--- src/ntc_raw_to_temperature_top_macros.svh ---
// Assertion macros shared by the converter modules.
`ifndef NTC_RAW_TO_TEMPERATURE_TOP_MACROS_SVH
`define NTC_RAW_TO_TEMPERATURE_TOP_MACROS_SVH

// Same-cycle implication, checked at every clock edge outside reset.
`define NTCRT_ASSERT_IMPLY(name, clk, rst, ante, cons) \
  name: assert property (@(posedge clk) disable iff (rst) (ante) |-> (cons)) \
    else $error("ntcrt assertion failed");

// Next-cycle implication, checked at every clock edge outside reset.
`define NTCRT_ASSERT_NEXT(name, clk, rst, ante, cons) \
  name: assert property (@(posedge clk) disable iff (rst) (ante) |=> (cons)) \
    else $error("ntcrt assertion failed");

`endif

--- src/ntcrt_pkg.sv ---
`default_nettype none

package ntcrt_pkg;

  localparam int NTC_POINTS = 33;
  localparam int S_W = 16;  // raw sample
  localparam int T_W = 11;  // table temperature, signed
  localparam int D_W = 15;  // segment offset and span
  localparam int Q_W = 10;  // interpolation step, at most 575
  localparam int N_W = D_W + Q_W;
  localparam int O_W = 16;  // result temperature

  localparam logic signed [O_W-1:0] OVER_TEMP = 16'sh8000;

  localparam logic [S_W-1:0] BREAKPOINT [NTC_POINTS] = '{
    16'h0000, 16'h4e00, 16'h5680, 16'h5fc0, 16'h6980, 16'h73c0, 16'h7e40, 16'h8940,
    16'h9440, 16'h9f40, 16'haa00, 16'hb480, 16'hbe40, 16'hc780, 16'hd000, 16'hd780,
    16'hde40, 16'he440, 16'he940, 16'hed80, 16'hf140, 16'hf440, 16'hf6c0, 16'hf8c0,
    16'hfa40, 16'hfbc0, 16'hfcc0, 16'hfd80, 16'hfe00, 16'hfe80, 16'hfec0, 16'hff00,
    16'hff40
  };

  localparam logic signed [T_W-1:0] TEMP_AT [NTC_POINTS] = '{
    11'sd700, 11'sd125, 11'sd120, 11'sd115, 11'sd110, 11'sd105, 11'sd100, 11'sd95,
    11'sd90, 11'sd85, 11'sd80, 11'sd75, 11'sd70, 11'sd65, 11'sd60, 11'sd55,
    11'sd50, 11'sd45, 11'sd40, 11'sd35, 11'sd30, 11'sd25, 11'sd20, 11'sd15,
    11'sd10, 11'sd5, 11'sd0, -11'sd5, -11'sd10, -11'sd15, -11'sd20, -11'sd25,
    -11'sd30
  };

  // One classified sample: the segment it falls in and its offset there.
  typedef struct packed {
    logic                  over;
    logic signed [T_W-1:0] prev_t;
    logic [D_W-1:0]        d;
    logic [D_W-1:0]        vr;
    logic [Q_W-1:0]        tr;
  } seg_t;

endpackage

`default_nettype wire

--- src/ntcrt_front.sv ---
`default_nettype none

module ntcrt_front (
  input  wire logic                       clk,
  input  wire logic                       rst,
  input  wire logic                       in_valid,
  output logic                            in_stall,
  input  wire logic [ntcrt_pkg::S_W-1:0]  raw_sample,
  output logic                            seg_valid,
  input  wire logic                       seg_ready,
  output ntcrt_pkg::seg_t                 seg
);

  logic                                  valid;
  logic [ntcrt_pkg::S_W-1:0]             sample;
  logic [ntcrt_pkg::NTC_POINTS-1:0]      ge;
  logic [ntcrt_pkg::NTC_POINTS-1:0]      ge_next;

  assign in_stall  = valid && !seg_ready;
  assign seg_valid = valid;

  // Compare against every breakpoint up front.
  always_comb begin
    for (int i = 0; i < ntcrt_pkg::NTC_POINTS; i++) begin
      ge_next[i] = (ntcrt_pkg::BREAKPOINT[i] >= raw_sample);
    end
  end

  always_ff @(posedge clk) begin
    if (rst) begin
      valid <= 1'b0;
    end else if (!in_stall) begin
      valid <= in_valid;
    end
  end

  always_ff @(posedge clk) begin
    if (in_valid && !in_stall) begin
      sample <= raw_sample;
      ge     <= ge_next;
    end
  end

  // Pick the first breakpoint not below the sample; lowest index wins.
  always_comb begin
    seg        = '0;
    seg.over   = 1'b1;
    seg.vr     = ntcrt_pkg::D_W'(1);
    for (int i = ntcrt_pkg::NTC_POINTS - 1; i >= 1; i--) begin
      if (ge[i]) begin
        seg.over   = 1'b0;
        seg.prev_t = ntcrt_pkg::TEMP_AT[i-1];
        seg.d      = ntcrt_pkg::D_W'(sample - ntcrt_pkg::BREAKPOINT[i-1]);
        seg.vr     = ntcrt_pkg::D_W'(ntcrt_pkg::BREAKPOINT[i] -
                                     ntcrt_pkg::BREAKPOINT[i-1]);
        seg.tr     = ntcrt_pkg::Q_W'(ntcrt_pkg::TEMP_AT[i-1] - ntcrt_pkg::TEMP_AT[i]);
      end
    end
    // Zero sample lands on the first breakpoint exactly.
    if (ge[0]) begin
      seg.over   = 1'b0;
      seg.prev_t = ntcrt_pkg::TEMP_AT[0];
      seg.d      = '0;
      seg.vr     = ntcrt_pkg::D_W'(1);
      seg.tr     = '0;
    end
  end

endmodule

`default_nettype wire

--- src/ntcrt_queue.sv ---
`default_nettype none

`include "ntc_raw_to_temperature_top_macros.svh"

module ntcrt_queue #(
  parameter int DEPTH = 4
) (
  input  wire logic             clk,
  input  wire logic             rst,
  input  wire logic             wr_valid,
  output logic                  wr_ready,
  input  wire ntcrt_pkg::seg_t  wr_seg,
  output logic                  rd_valid,
  input  wire logic             rd_pop,
  output ntcrt_pkg::seg_t       rd_seg
);

  localparam int AW = (DEPTH > 1) ? $clog2(DEPTH) : 1;
  localparam int CW = $clog2(DEPTH + 1);

  ntcrt_pkg::seg_t mem [DEPTH];
  logic [AW-1:0]   wr_ptr;
  logic [AW-1:0]   rd_ptr;
  logic [CW-1:0]   count;
  logic            push;
  logic            pop;

  assign wr_ready = (count != CW'(DEPTH));
  assign rd_valid = (count != '0);
  assign push     = wr_valid && wr_ready;
  assign pop      = rd_pop && rd_valid;
  assign rd_seg   = mem[rd_ptr];

  always_ff @(posedge clk) begin
    if (push) begin
      mem[wr_ptr] <= wr_seg;
    end
  end

  always_ff @(posedge clk) begin
    if (rst) begin
      wr_ptr <= '0;
      rd_ptr <= '0;
      count  <= '0;
    end else begin
      if (push) begin
        wr_ptr <= (wr_ptr == AW'(DEPTH - 1)) ? '0 : wr_ptr + AW'(1);
      end
      if (pop) begin
        rd_ptr <= (rd_ptr == AW'(DEPTH - 1)) ? '0 : rd_ptr + AW'(1);
      end
      if (push && !pop) begin
        count <= count + CW'(1);
      end else if (pop && !push) begin
        count <= count - CW'(1);
      end
    end
  end

  `NTCRT_ASSERT_IMPLY(a_count_bound, clk, rst, 1'b1, count <= CW'(DEPTH))
  `NTCRT_ASSERT_NEXT(a_count_track, clk, rst, push && !pop, count == $past(count) + CW'(1))

endmodule

`default_nettype wire

--- src/ntcrt_back.sv ---
`default_nettype none

`include "ntc_raw_to_temperature_top_macros.svh"

module ntcrt_back (
  input  wire logic                               clk,
  input  wire logic                               rst,
  input  wire logic                               in_valid,
  output logic                                    in_pop,
  input  wire ntcrt_pkg::seg_t                    in_seg,
  output logic                                    out_valid,
  input  wire logic                               out_stall,
  output logic signed [ntcrt_pkg::O_W-1:0]        temperature,
  output logic                                    over_range
);

  localparam int QW = ntcrt_pkg::Q_W;
  localparam int NW = ntcrt_pkg::N_W;
  localparam int DW = ntcrt_pkg::D_W;
  localparam int TW = ntcrt_pkg::T_W;
  localparam int OW = ntcrt_pkg::O_W;

  // Stage 0 holds the product; stages 1..QW each settle one quotient bit.
  logic                 v      [QW+1];
  logic [NW-1:0]        rem    [QW+1];
  logic [QW-1:0]        quo    [QW+1];
  logic [DW-1:0]        vr     [QW+1];
  logic signed [TW-1:0] prev_t [QW+1];
  logic                 over   [QW+1];
  logic                 adv;

  // Freeze the whole pipe while a finished item is held.
  assign adv    = !out_valid || !out_stall;
  assign in_pop = adv;

  always_ff @(posedge clk) begin
    if (rst) begin
      v[0] <= 1'b0;
    end else if (adv) begin
      v[0] <= in_valid;
    end
  end

  always_ff @(posedge clk) begin
    if (adv) begin
      rem[0]    <= NW'(in_seg.d) * NW'(in_seg.tr);
      quo[0]    <= '0;
      vr[0]     <= in_seg.vr;
      prev_t[0] <= in_seg.prev_t;
      over[0]   <= in_seg.over;
    end
  end

  for (genvar j = 1; j <= QW; j++) begin : g_div
    localparam int K = QW - j;
    logic [NW-1:0] dv;
    logic          take;

    assign dv   = NW'(vr[j-1]) << K;
    assign take = (rem[j-1] >= dv);

    always_ff @(posedge clk) begin
      if (rst) begin
        v[j] <= 1'b0;
      end else if (adv) begin
        v[j] <= v[j-1];
      end
    end

    always_ff @(posedge clk) begin
      if (adv) begin
        rem[j]    <= take ? rem[j-1] - dv : rem[j-1];
        quo[j]    <= take ? (quo[j-1] | (QW'(1) << K)) : quo[j-1];
        vr[j]     <= vr[j-1];
        prev_t[j] <= prev_t[j-1];
        over[j]   <= over[j-1];
      end
    end
  end

  always_ff @(posedge clk) begin
    if (rst) begin
      out_valid <= 1'b0;
    end else if (adv) begin
      out_valid <= v[QW];
    end
  end

  always_ff @(posedge clk) begin
    if (adv) begin
      over_range  <= over[QW];
      temperature <= over[QW] ? ntcrt_pkg::OVER_TEMP :
                     OW'(signed'({{(OW-TW){prev_t[QW][TW-1]}}, prev_t[QW]}) -
                         signed'({{(OW-QW){1'b0}}, quo[QW]}));
    end
  end

  `NTCRT_ASSERT_IMPLY(a_over_code, clk, rst, out_valid && over_range, temperature == ntcrt_pkg::OVER_TEMP)
  `NTCRT_ASSERT_IMPLY(a_in_span, clk, rst, out_valid && !over_range, (temperature <= 16'sd700) && (temperature >= -16'sd30))

endmodule

`default_nettype wire

--- src/ntc_raw_to_temperature_top.sv ---
// NTC thermistor sample to temperature converter.
// Input channel: in_valid / in_stall with raw_sample, a left-aligned 16-bit
// ADC reading. Output channel: out_valid / out_stall with temperature
// (signed whole degrees C) and over_range. A transfer happens on a rising
// clk edge with valid high and stall low; each input item yields one item.
// Throughput: one item per cycle sustained while out_stall stays low. An item
// passes the compare stage, loaded at the accepting edge, then the queue,
// 1 multiply stage, 10 divider stages and 1 output register before out_valid
// rises; the ten stage restoring divider sets the depth.
// A sample above the last breakpoint gives -32768 with over_range set; a
// sample of 0 gives 700.
// Reset (rst, synchronous, active high) empties every stage and the queue;
// no item is in flight afterward.
// When the receiver stalls, the back pipe holds its result and freezes;
// the front keeps taking items into the queue until it fills, then raises
// in_stall.
`default_nettype none

module ntc_raw_to_temperature_top #(
  parameter int QUEUE_DEPTH = 4
) (
  input  wire logic                         clk,
  input  wire logic                         rst,
  input  wire logic                         in_valid,
  output logic                              in_stall,
  input  wire logic [ntcrt_pkg::S_W-1:0]    raw_sample,
  output logic                              out_valid,
  input  wire logic                         out_stall,
  output logic signed [ntcrt_pkg::O_W-1:0]  temperature,
  output logic                              over_range
);

  // Classified items between front and back.
  logic            f_valid;
  logic            f_ready;
  ntcrt_pkg::seg_t f_seg;
  logic            q_valid;
  logic            q_pop;
  ntcrt_pkg::seg_t q_seg;

  // Front: register the sample and its breakpoint compares, pick the segment.
  ntcrt_front u_front (
    .clk        (clk),
    .rst        (rst),
    .in_valid   (in_valid),
    .in_stall   (in_stall),
    .raw_sample (raw_sample),
    .seg_valid  (f_valid),
    .seg_ready  (f_ready),
    .seg        (f_seg)
  );

  // Queue: decouple front from a stalled back.
  ntcrt_queue #(
    .DEPTH (QUEUE_DEPTH)
  ) u_queue (
    .clk      (clk),
    .rst      (rst),
    .wr_valid (f_valid),
    .wr_ready (f_ready),
    .wr_seg   (f_seg),
    .rd_valid (q_valid),
    .rd_pop   (q_pop),
    .rd_seg   (q_seg)
  );

  // Back: multiply, divide one bit per stage, subtract from segment start.
  ntcrt_back u_back (
    .clk         (clk),
    .rst         (rst),
    .in_valid    (q_valid),
    .in_pop      (q_pop),
    .in_seg      (q_seg),
    .out_valid   (out_valid),
    .out_stall   (out_stall),
    .temperature (temperature),
    .over_range  (over_range)
  );

endmodule

`default_nettype wire

--- config.mk ---
export PLATFORM = sky130hd
export DESIGN_NAME = ntc_raw_to_temperature_top
export DESIGN_NICKNAME = d
export VERILOG_FILES = /design/src/ntcrt_pkg.sv /design/src/ntcrt_front.sv /design/src/ntcrt_queue.sv /design/src/ntcrt_back.sv /design/src/ntc_raw_to_temperature_top.sv
export VERILOG_INCLUDE_DIRS = /design/src /design/src/src
export SDC_FILE = /design/constraint.sdc
export NUM_CORES = 2
export LEC_CHECK = 0
export ABC_AREA = 1
export BUFFER_PORTS_ARGS = -buffer_cell sky130_fd_sc_hd__clkbuf_2
export CAP_MARGIN = 10
export CORE_MARGIN = 2
export CORE_UTILIZATION = 40
export CTS_BUF_LIST = sky130_fd_sc_hd__clkbuf_4 sky130_fd_sc_hd__clkbuf_8 sky130_fd_sc_hd__clkbuf_16
export DETAILED_ROUTE_END_ITERATION = 10
export GPL_TIMING_DRIVEN = 0
export SLEW_MARGIN = 0
export SYNTH_ARGS = -nofsm -noshare
export SYNTH_HDL_FRONTEND = slang
export SYNTH_SLANG_ARGS = --single-unit
export TNS_END_PERCENT = 1
--- constraint.sdc ---
create_clock -name clk -period 27.7 [get_ports clk]
set_input_delay 1.385 -clock clk [delete_from_list [all_inputs] [get_ports clk]]
set_output_delay 1.385 -clock clk [all_outputs]
set_load 0.01 [all_outputs]
* Word level (Yosys, flattened, before mapping)
Memories as Yosys holds them, arrays and structs flattened. A register that Yosys moved wholly into a read port is not among the register bits.
Index checks and enable logic that the tools add are counted.
W data, S select, Z words.
** Storage, ports and cells
- Bits in registers :: 73
- Logic and storage cells :: 212
- Memory bits (writable) :: 901
- Latch bits :: 0
- Memories kept :: 7
- Output and inout port bits :: 19
- Input port bits :: 20
- ROM bits :: 0
** Memories
- u_back.rem :: depth 11, width 25, read ports 10, clocked after Yosys merged registers in 0, wr ports 11, RTL line ntcrt_back.sv:25 : logic [NW-1:0] rem [QW+1];
- u_queue.mem :: depth 4, width 52, read ports 1, clocked after Yosys merged registers in 1, wr ports 1, RTL line ntcrt_queue.sv:21 : ntcrt_pkg::seg_t mem [DEPTH];
- u_back.vr :: depth 11, width 15, read ports 10, clocked after Yosys merged registers in 0, wr ports 11, RTL line ntcrt_back.sv:27 : logic [DW-1:0] vr [QW+1];
- u_back.prev_t :: depth 11, width 11, read ports 11, clocked after Yosys merged registers in 0, wr ports 11, RTL line ntcrt_back.sv:28 : logic signed [TW-1:0] prev_t [QW+1];
- u_back.quo :: depth 11, width 10, read ports 11, clocked after Yosys merged registers in 0, wr ports 11, RTL line ntcrt_back.sv:26 : logic [QW-1:0] quo [QW+1];
- u_back.over :: depth 11, width 1, read ports 11, clocked after Yosys merged registers in 0, wr ports 11, RTL line ntcrt_back.sv:29 : logic over [QW+1];
- +1 memories
** Cells by class
- Eq/ne operators :: 3
- $mul :: 1
- Shift operators :: 0
- Add/subtract/negate cells :: 46
- Multiplexer cells :: 78
- Magnitude comparators :: 43
- Reduce and logical (&&, ||, !) cells :: 15
- Div/mod/pow operators :: 0
- Bitwise operators :: 11
** Operator list (number)
- $mux W52 :: 33
- $ge A16 B16 Y1 const A :: 26
- $sub A15 B15 Y15 const B :: 25
- $mux W25 :: 10
- $ge A15 B16 Y1 const A :: 6
- $sub A15 B14 Y15 const B :: 3
- $sub A15 B13 Y15 const B :: 2
- $ge A25 B15 Y1 :: 1
- $ge A25 B16 Y1 :: 1
- $ge A25 B17 Y1 :: 1
- $ge A25 B18 Y1 :: 1
- $ge A25 B19 Y1 :: 1
- $ge A25 B20 Y1 :: 1
- $ge A25 B21 Y1 :: 1
- $ge A25 B22 Y1 :: 1
- $ge A25 B23 Y1 :: 1
- $ge A25 B24 Y1 :: 1
- $mul A15 B10 Y25 :: 1
- $sub A25 B15 Y25 :: 1
- $sub A25 B16 Y25 :: 1
- $sub A25 B17 Y25 :: 1
- $sub A25 B18 Y25 :: 1
- $sub A25 B19 Y25 :: 1
- $sub A25 B20 Y25 :: 1
- other kinds (28) :: 75

* Longest topological paths before layout
- Depth in word-level cells :: 34
- Gate-level depth with buffers :: 54
- Mapped depth without buffers :: 54

* By module
From an unflattened synthesis, not the netlist that was laid out.
** Unflattened totals
- Cells, all modules :: 6263
- Area, all modules :: 54433.5 sq um
** By module, submodules not included
- ntcrt_back :: cells an instance 4374, area each 38039.0 sq um, times used 1
- ntcrt_queue :: cells an instance 571, area each 8754.6 sq um, times used 1
- ntcrt_front :: cells an instance 1318, area each 7639.8 sq um, times used 1

* Worst setup path before layout
OpenSTA, ideal clock, no wires.
- Path type :: input -> register
- From :: input port out_stall
- To :: memory u_back.v[10] (data pin)
- Stages :: 3
- Data arrival time :: 14.940 ns
- Required time :: 27.469 ns
- Slack :: 12.529 ns
- Cell sequence :: nand2_1 > nand2_1 > nor2_1
** RTL lines
- start: declaration :: RTL line ntc_raw_to_temperature_top.sv:28 : input wire logic out_stall,
- end: declaration :: RTL line ntcrt_back.sv:24 : logic v [QW+1];

==> summary.md <==
| Metric | Value |
|---|---|
| Status | `finished clean` |
| Slowest CP cell | `dfxtp_1` |
| Area after DPL | `41400 sq um` |
| Worst-path fanout max | `10` |
| Layout cells sized above 1 | `0.0556` |
| Crit start category | `flop` |
| TNS Setup | `0 ps` |
| All-Layer GR Usage | `0.196` |
| Final core occ | `0.452` |
| Number of enable flip-flop cells after synthesis | `704` |
| CTS clock-pin slew for the worst setup and hold paths | `60 ps` |
| Crit end category | `flop` |
| Initial Util | `0.405` |
| Main flop type after synthesis | `edfxtp_1` |
| Clk sinks | `715` |
| Worst path most repeated cell | `nand2_1` |
| Post-synth cell types | `62` |
| Clk buf depth | `3` |
| TritonCTS clock tree | `built` |
| Area occupied by multi-input gates | `15400 sq um` |
| Fraction of the cycle the final worst path needs | `0.279` |
| DRC viols | `0` |
| Detailed placement HPWL | `75100 um` |
| Post-CTS sizing | `0` |
| Yosys reg bits | `715` |
| # hold bufs at CTS | `0` |
| IO Count | `39` |
| Slew headroom | `0.433` |
| Pre-Repair DR Iteration Count | `5` |
| Filler cells | `9196` |
| Core footprint | `97000 sq um` |
| # setup viols final | `0` |
| Routed vias | `28081` |
| Max cap viols | `0` |
| Crit-path max cell delay | `570 ps` |
| Sequential fraction of the synthesis area | `0.544` |
| Initial antenna violation count | `1` |
| Overflow left after global routing | `0` |
| Routed len/inst | `18.1 um` |
| TritonCTS Buffers | `74` |
| Post-synth ARST share | `0` |
| Final instance area | `43900 sq um` |
| Syn_nets | `4217` |
| Average cell area after synthesis | `9.98 sq um` |
| Die Area | `101000 sq um` |
| Crit path DAT | `8080 ps` |
| Row cnt | `114` |
| # port buffers | `37` |
| Final ANT Viol Nets | `0` |
| Largest net degree at the start of global routing | `77` |
| 1st-iter DRT viols | `2588` |
| Slew Limit Fails | `0` |
| Global-route wire length before repair | `152000 um` |
| Post-CTS Setup Repair Bufs | `0` |
| Slew of the pin with the lowest slew margin | `841 ps` |
| Hold Path Class | `reg2reg` |
| Crit path kind | `reg2reg` |
| Ys Warns | `0` |
| Fin Hold WS | `412 ps` |
| Post-synthesis instance area | `39300 sq um` |
| FF/Latch Area | `21400 sq um` |
| Crit path depth | `36` |
| Die Span X | `317 um` |
| Crit path time final | `7720 ps` |
| Crit path required time | `28060 ps` |
| DIE HEIGHT | `317 um` |
| Vias/cell | `5.21` |
| Fin. Hold Viols | `0` |
| Area growth, synth to finish | `11.8%` |
| Hold Path Stages | `0` |
| Gp weighted congestion | `1.01` |
| Buf/Inv on CP | `7` |
| Final nets | `4343` |
| Clock latency at the later pin of the worst-skew pair | `640 ps` |
| Drt total wl | `97600 um` |
| Cell count after synthesis | `3932` |
| R2R depth | `36` |
| Worst Clk Skew | `40.0 ps` |
| Clk root buf | `clkbuf_16` |
| RSZ-0062 raised after global routing | `false` |
| H-Tree Depth | `3` |
| Kind of cell adding the most delay to the critical path | `adder cells` |
| Vias in the first global route | `27308` |
| FMAX | `130 MHz` |
==> flip-flops by register name, indices dropped and copies added, names as in the netlist, named ones only <==
signal	flops
u_back.quo	55
u_back.prev_t	99
u_queue.count	3
u_back.vr	80
u_back.out_valid	1
u_back.temperature	13
u_queue.mem	136
u_queue.wr_ptr	2
u_back.rem	250
u_front.sample	15
u_back.v	11
u_front.seg_valid	1
u_front.ge	33
u_queue.rd_ptr	2
u_back.over_range	1
u_back.over	11
==> worst paths after layout <==
kind	start	endpoint	slack, ps
setup reg to reg	flop	u_back.rem[0][23]$_DFFE_PN_	19980
hold reg to reg	u_back.quo[9][7]$_DFFE_PN_	u_back.quo[10][7]$_DFFE_PN_	410
setup / recovery	flop	u_back.rem[0][23]$_DFFE_PN_	19980
hold / removal	u_back.quo[9][7]$_DFFE_PN_	u_back.quo[10][7]$_DFFE_PN_	410
==> cell families after synthesis <==
family,count (synthesis),share of synthesized area
muxes,1,0.000287
and+or+nand+nor,1282,0.134
adders and majority gates,265,0.0963
AOI/OAI and AO/OA,791,0.113
buffers and inverters,667,0.0654
DFF,715,0.544
xor gates and xnor gates,211,0.0471
==> cell usage in the layout, fill, tap and decap left out, types with 74 or more instances in the layout <==
cell type,instances
a21oi_1,258
clkbuf_1,77
clkbuf_16,74
edfxtp_1,704
ha_1,203
inv_1,542
nand2_1,597
nand3_1,128
nor2_1,426
o21ai_0,345
xor2_1,146
==> per-stage QoR <==
stage	instances	setup WS (ps)
floorplan	3932	12530
global placement	5245	6980
detailed placement	5258	19980
CTS	5392	19910
global route	5392	19340
finish	5393	19980
==> worst reg2reg max path: cells and delay by family, from the launching register on <==
| kind | cells | cell delay [ps] |
|---|---|---|
| AND/OR/NAND/NOR | 15 | 1670 |
| AO/OA/AOI/OAI | 7 | 1120 |
| adder cells (fa/ha/maj) | 6 | 2600 |
| buffers and inverters | 7 | 1370 |
| XOR/XNOR | 1 | 120 |
| flip-flops | 1 | 570 |
==> cell type report <==
type                       count  share of cell area
antenna                        1           0.0000570
buffer                       112              0.0110
clock buffer                  89              0.0448
clock inverter                45              0.0120
inverter                     555              0.0475
multi-input combinational   2550               0.350
sequential                   715               0.487
tap                         1276              0.0364
timing repair buffer          50              0.0113
==> synthesized netlist by cell type (4+ instances only) <==
library cell  count  share of area
edfxtp_1        704           0.54
nand2_1         598          0.057
inv_1           543          0.052
nor2_1          430          0.041
o21ai_0         345          0.044
a21oi_1         258          0.033
ha_1            203          0.065
xor2_1          146          0.033
nand3_1         128          0.016
clkbuf_1         77         0.0074
xnor2_1          65          0.015
fa_1             62          0.032
nor3_1           54         0.0069
o22ai_1          29         0.0046
o211ai_1         28         0.0054
nor4_1           24         0.0038
nand4_1          23         0.0037
a31oi_1          21         0.0033
buf_2            18         0.0023
o31ai_1          14         0.0027
a211oi_1         12         0.0023
dfxtp_1          11         0.0056
a32o_1           10         0.0025
buf_4             9         0.0017
o21bai_1          9         0.0017
clkinv_1          8        0.00076
o2111ai_1         8         0.0018
or2_2             8         0.0013
buf_1             7        0.00067
o21a_1            7         0.0013
o21ai_1           7        0.00089
o221ai_1          7         0.0016
a221oi_1          5         0.0011
nand3b_1          5        0.00096
a2111oi_0         4        0.00089
a22oi_1           4        0.00076
inv_2             4        0.00038
nand2_2           4        0.00064
==> metal layers <==
| layer | global-route usage | up-vias | share of wire |
|---|---|---|---|
| met3 | 0.0323 | 201 | 0.068 |
| met5 | 0 | - | 0 |
| li1 | - | 13728 | - |
| met2 | 0.321 | 896 | 0.46 |
| met1 | 0.264 | 13256 | 0.44 |
| met4 | 0.0655 | 0 | 0.031 |
Power is not shown: default switching activity piles up to over one toggle a cycle in this logic, so the estimate is an artifact.
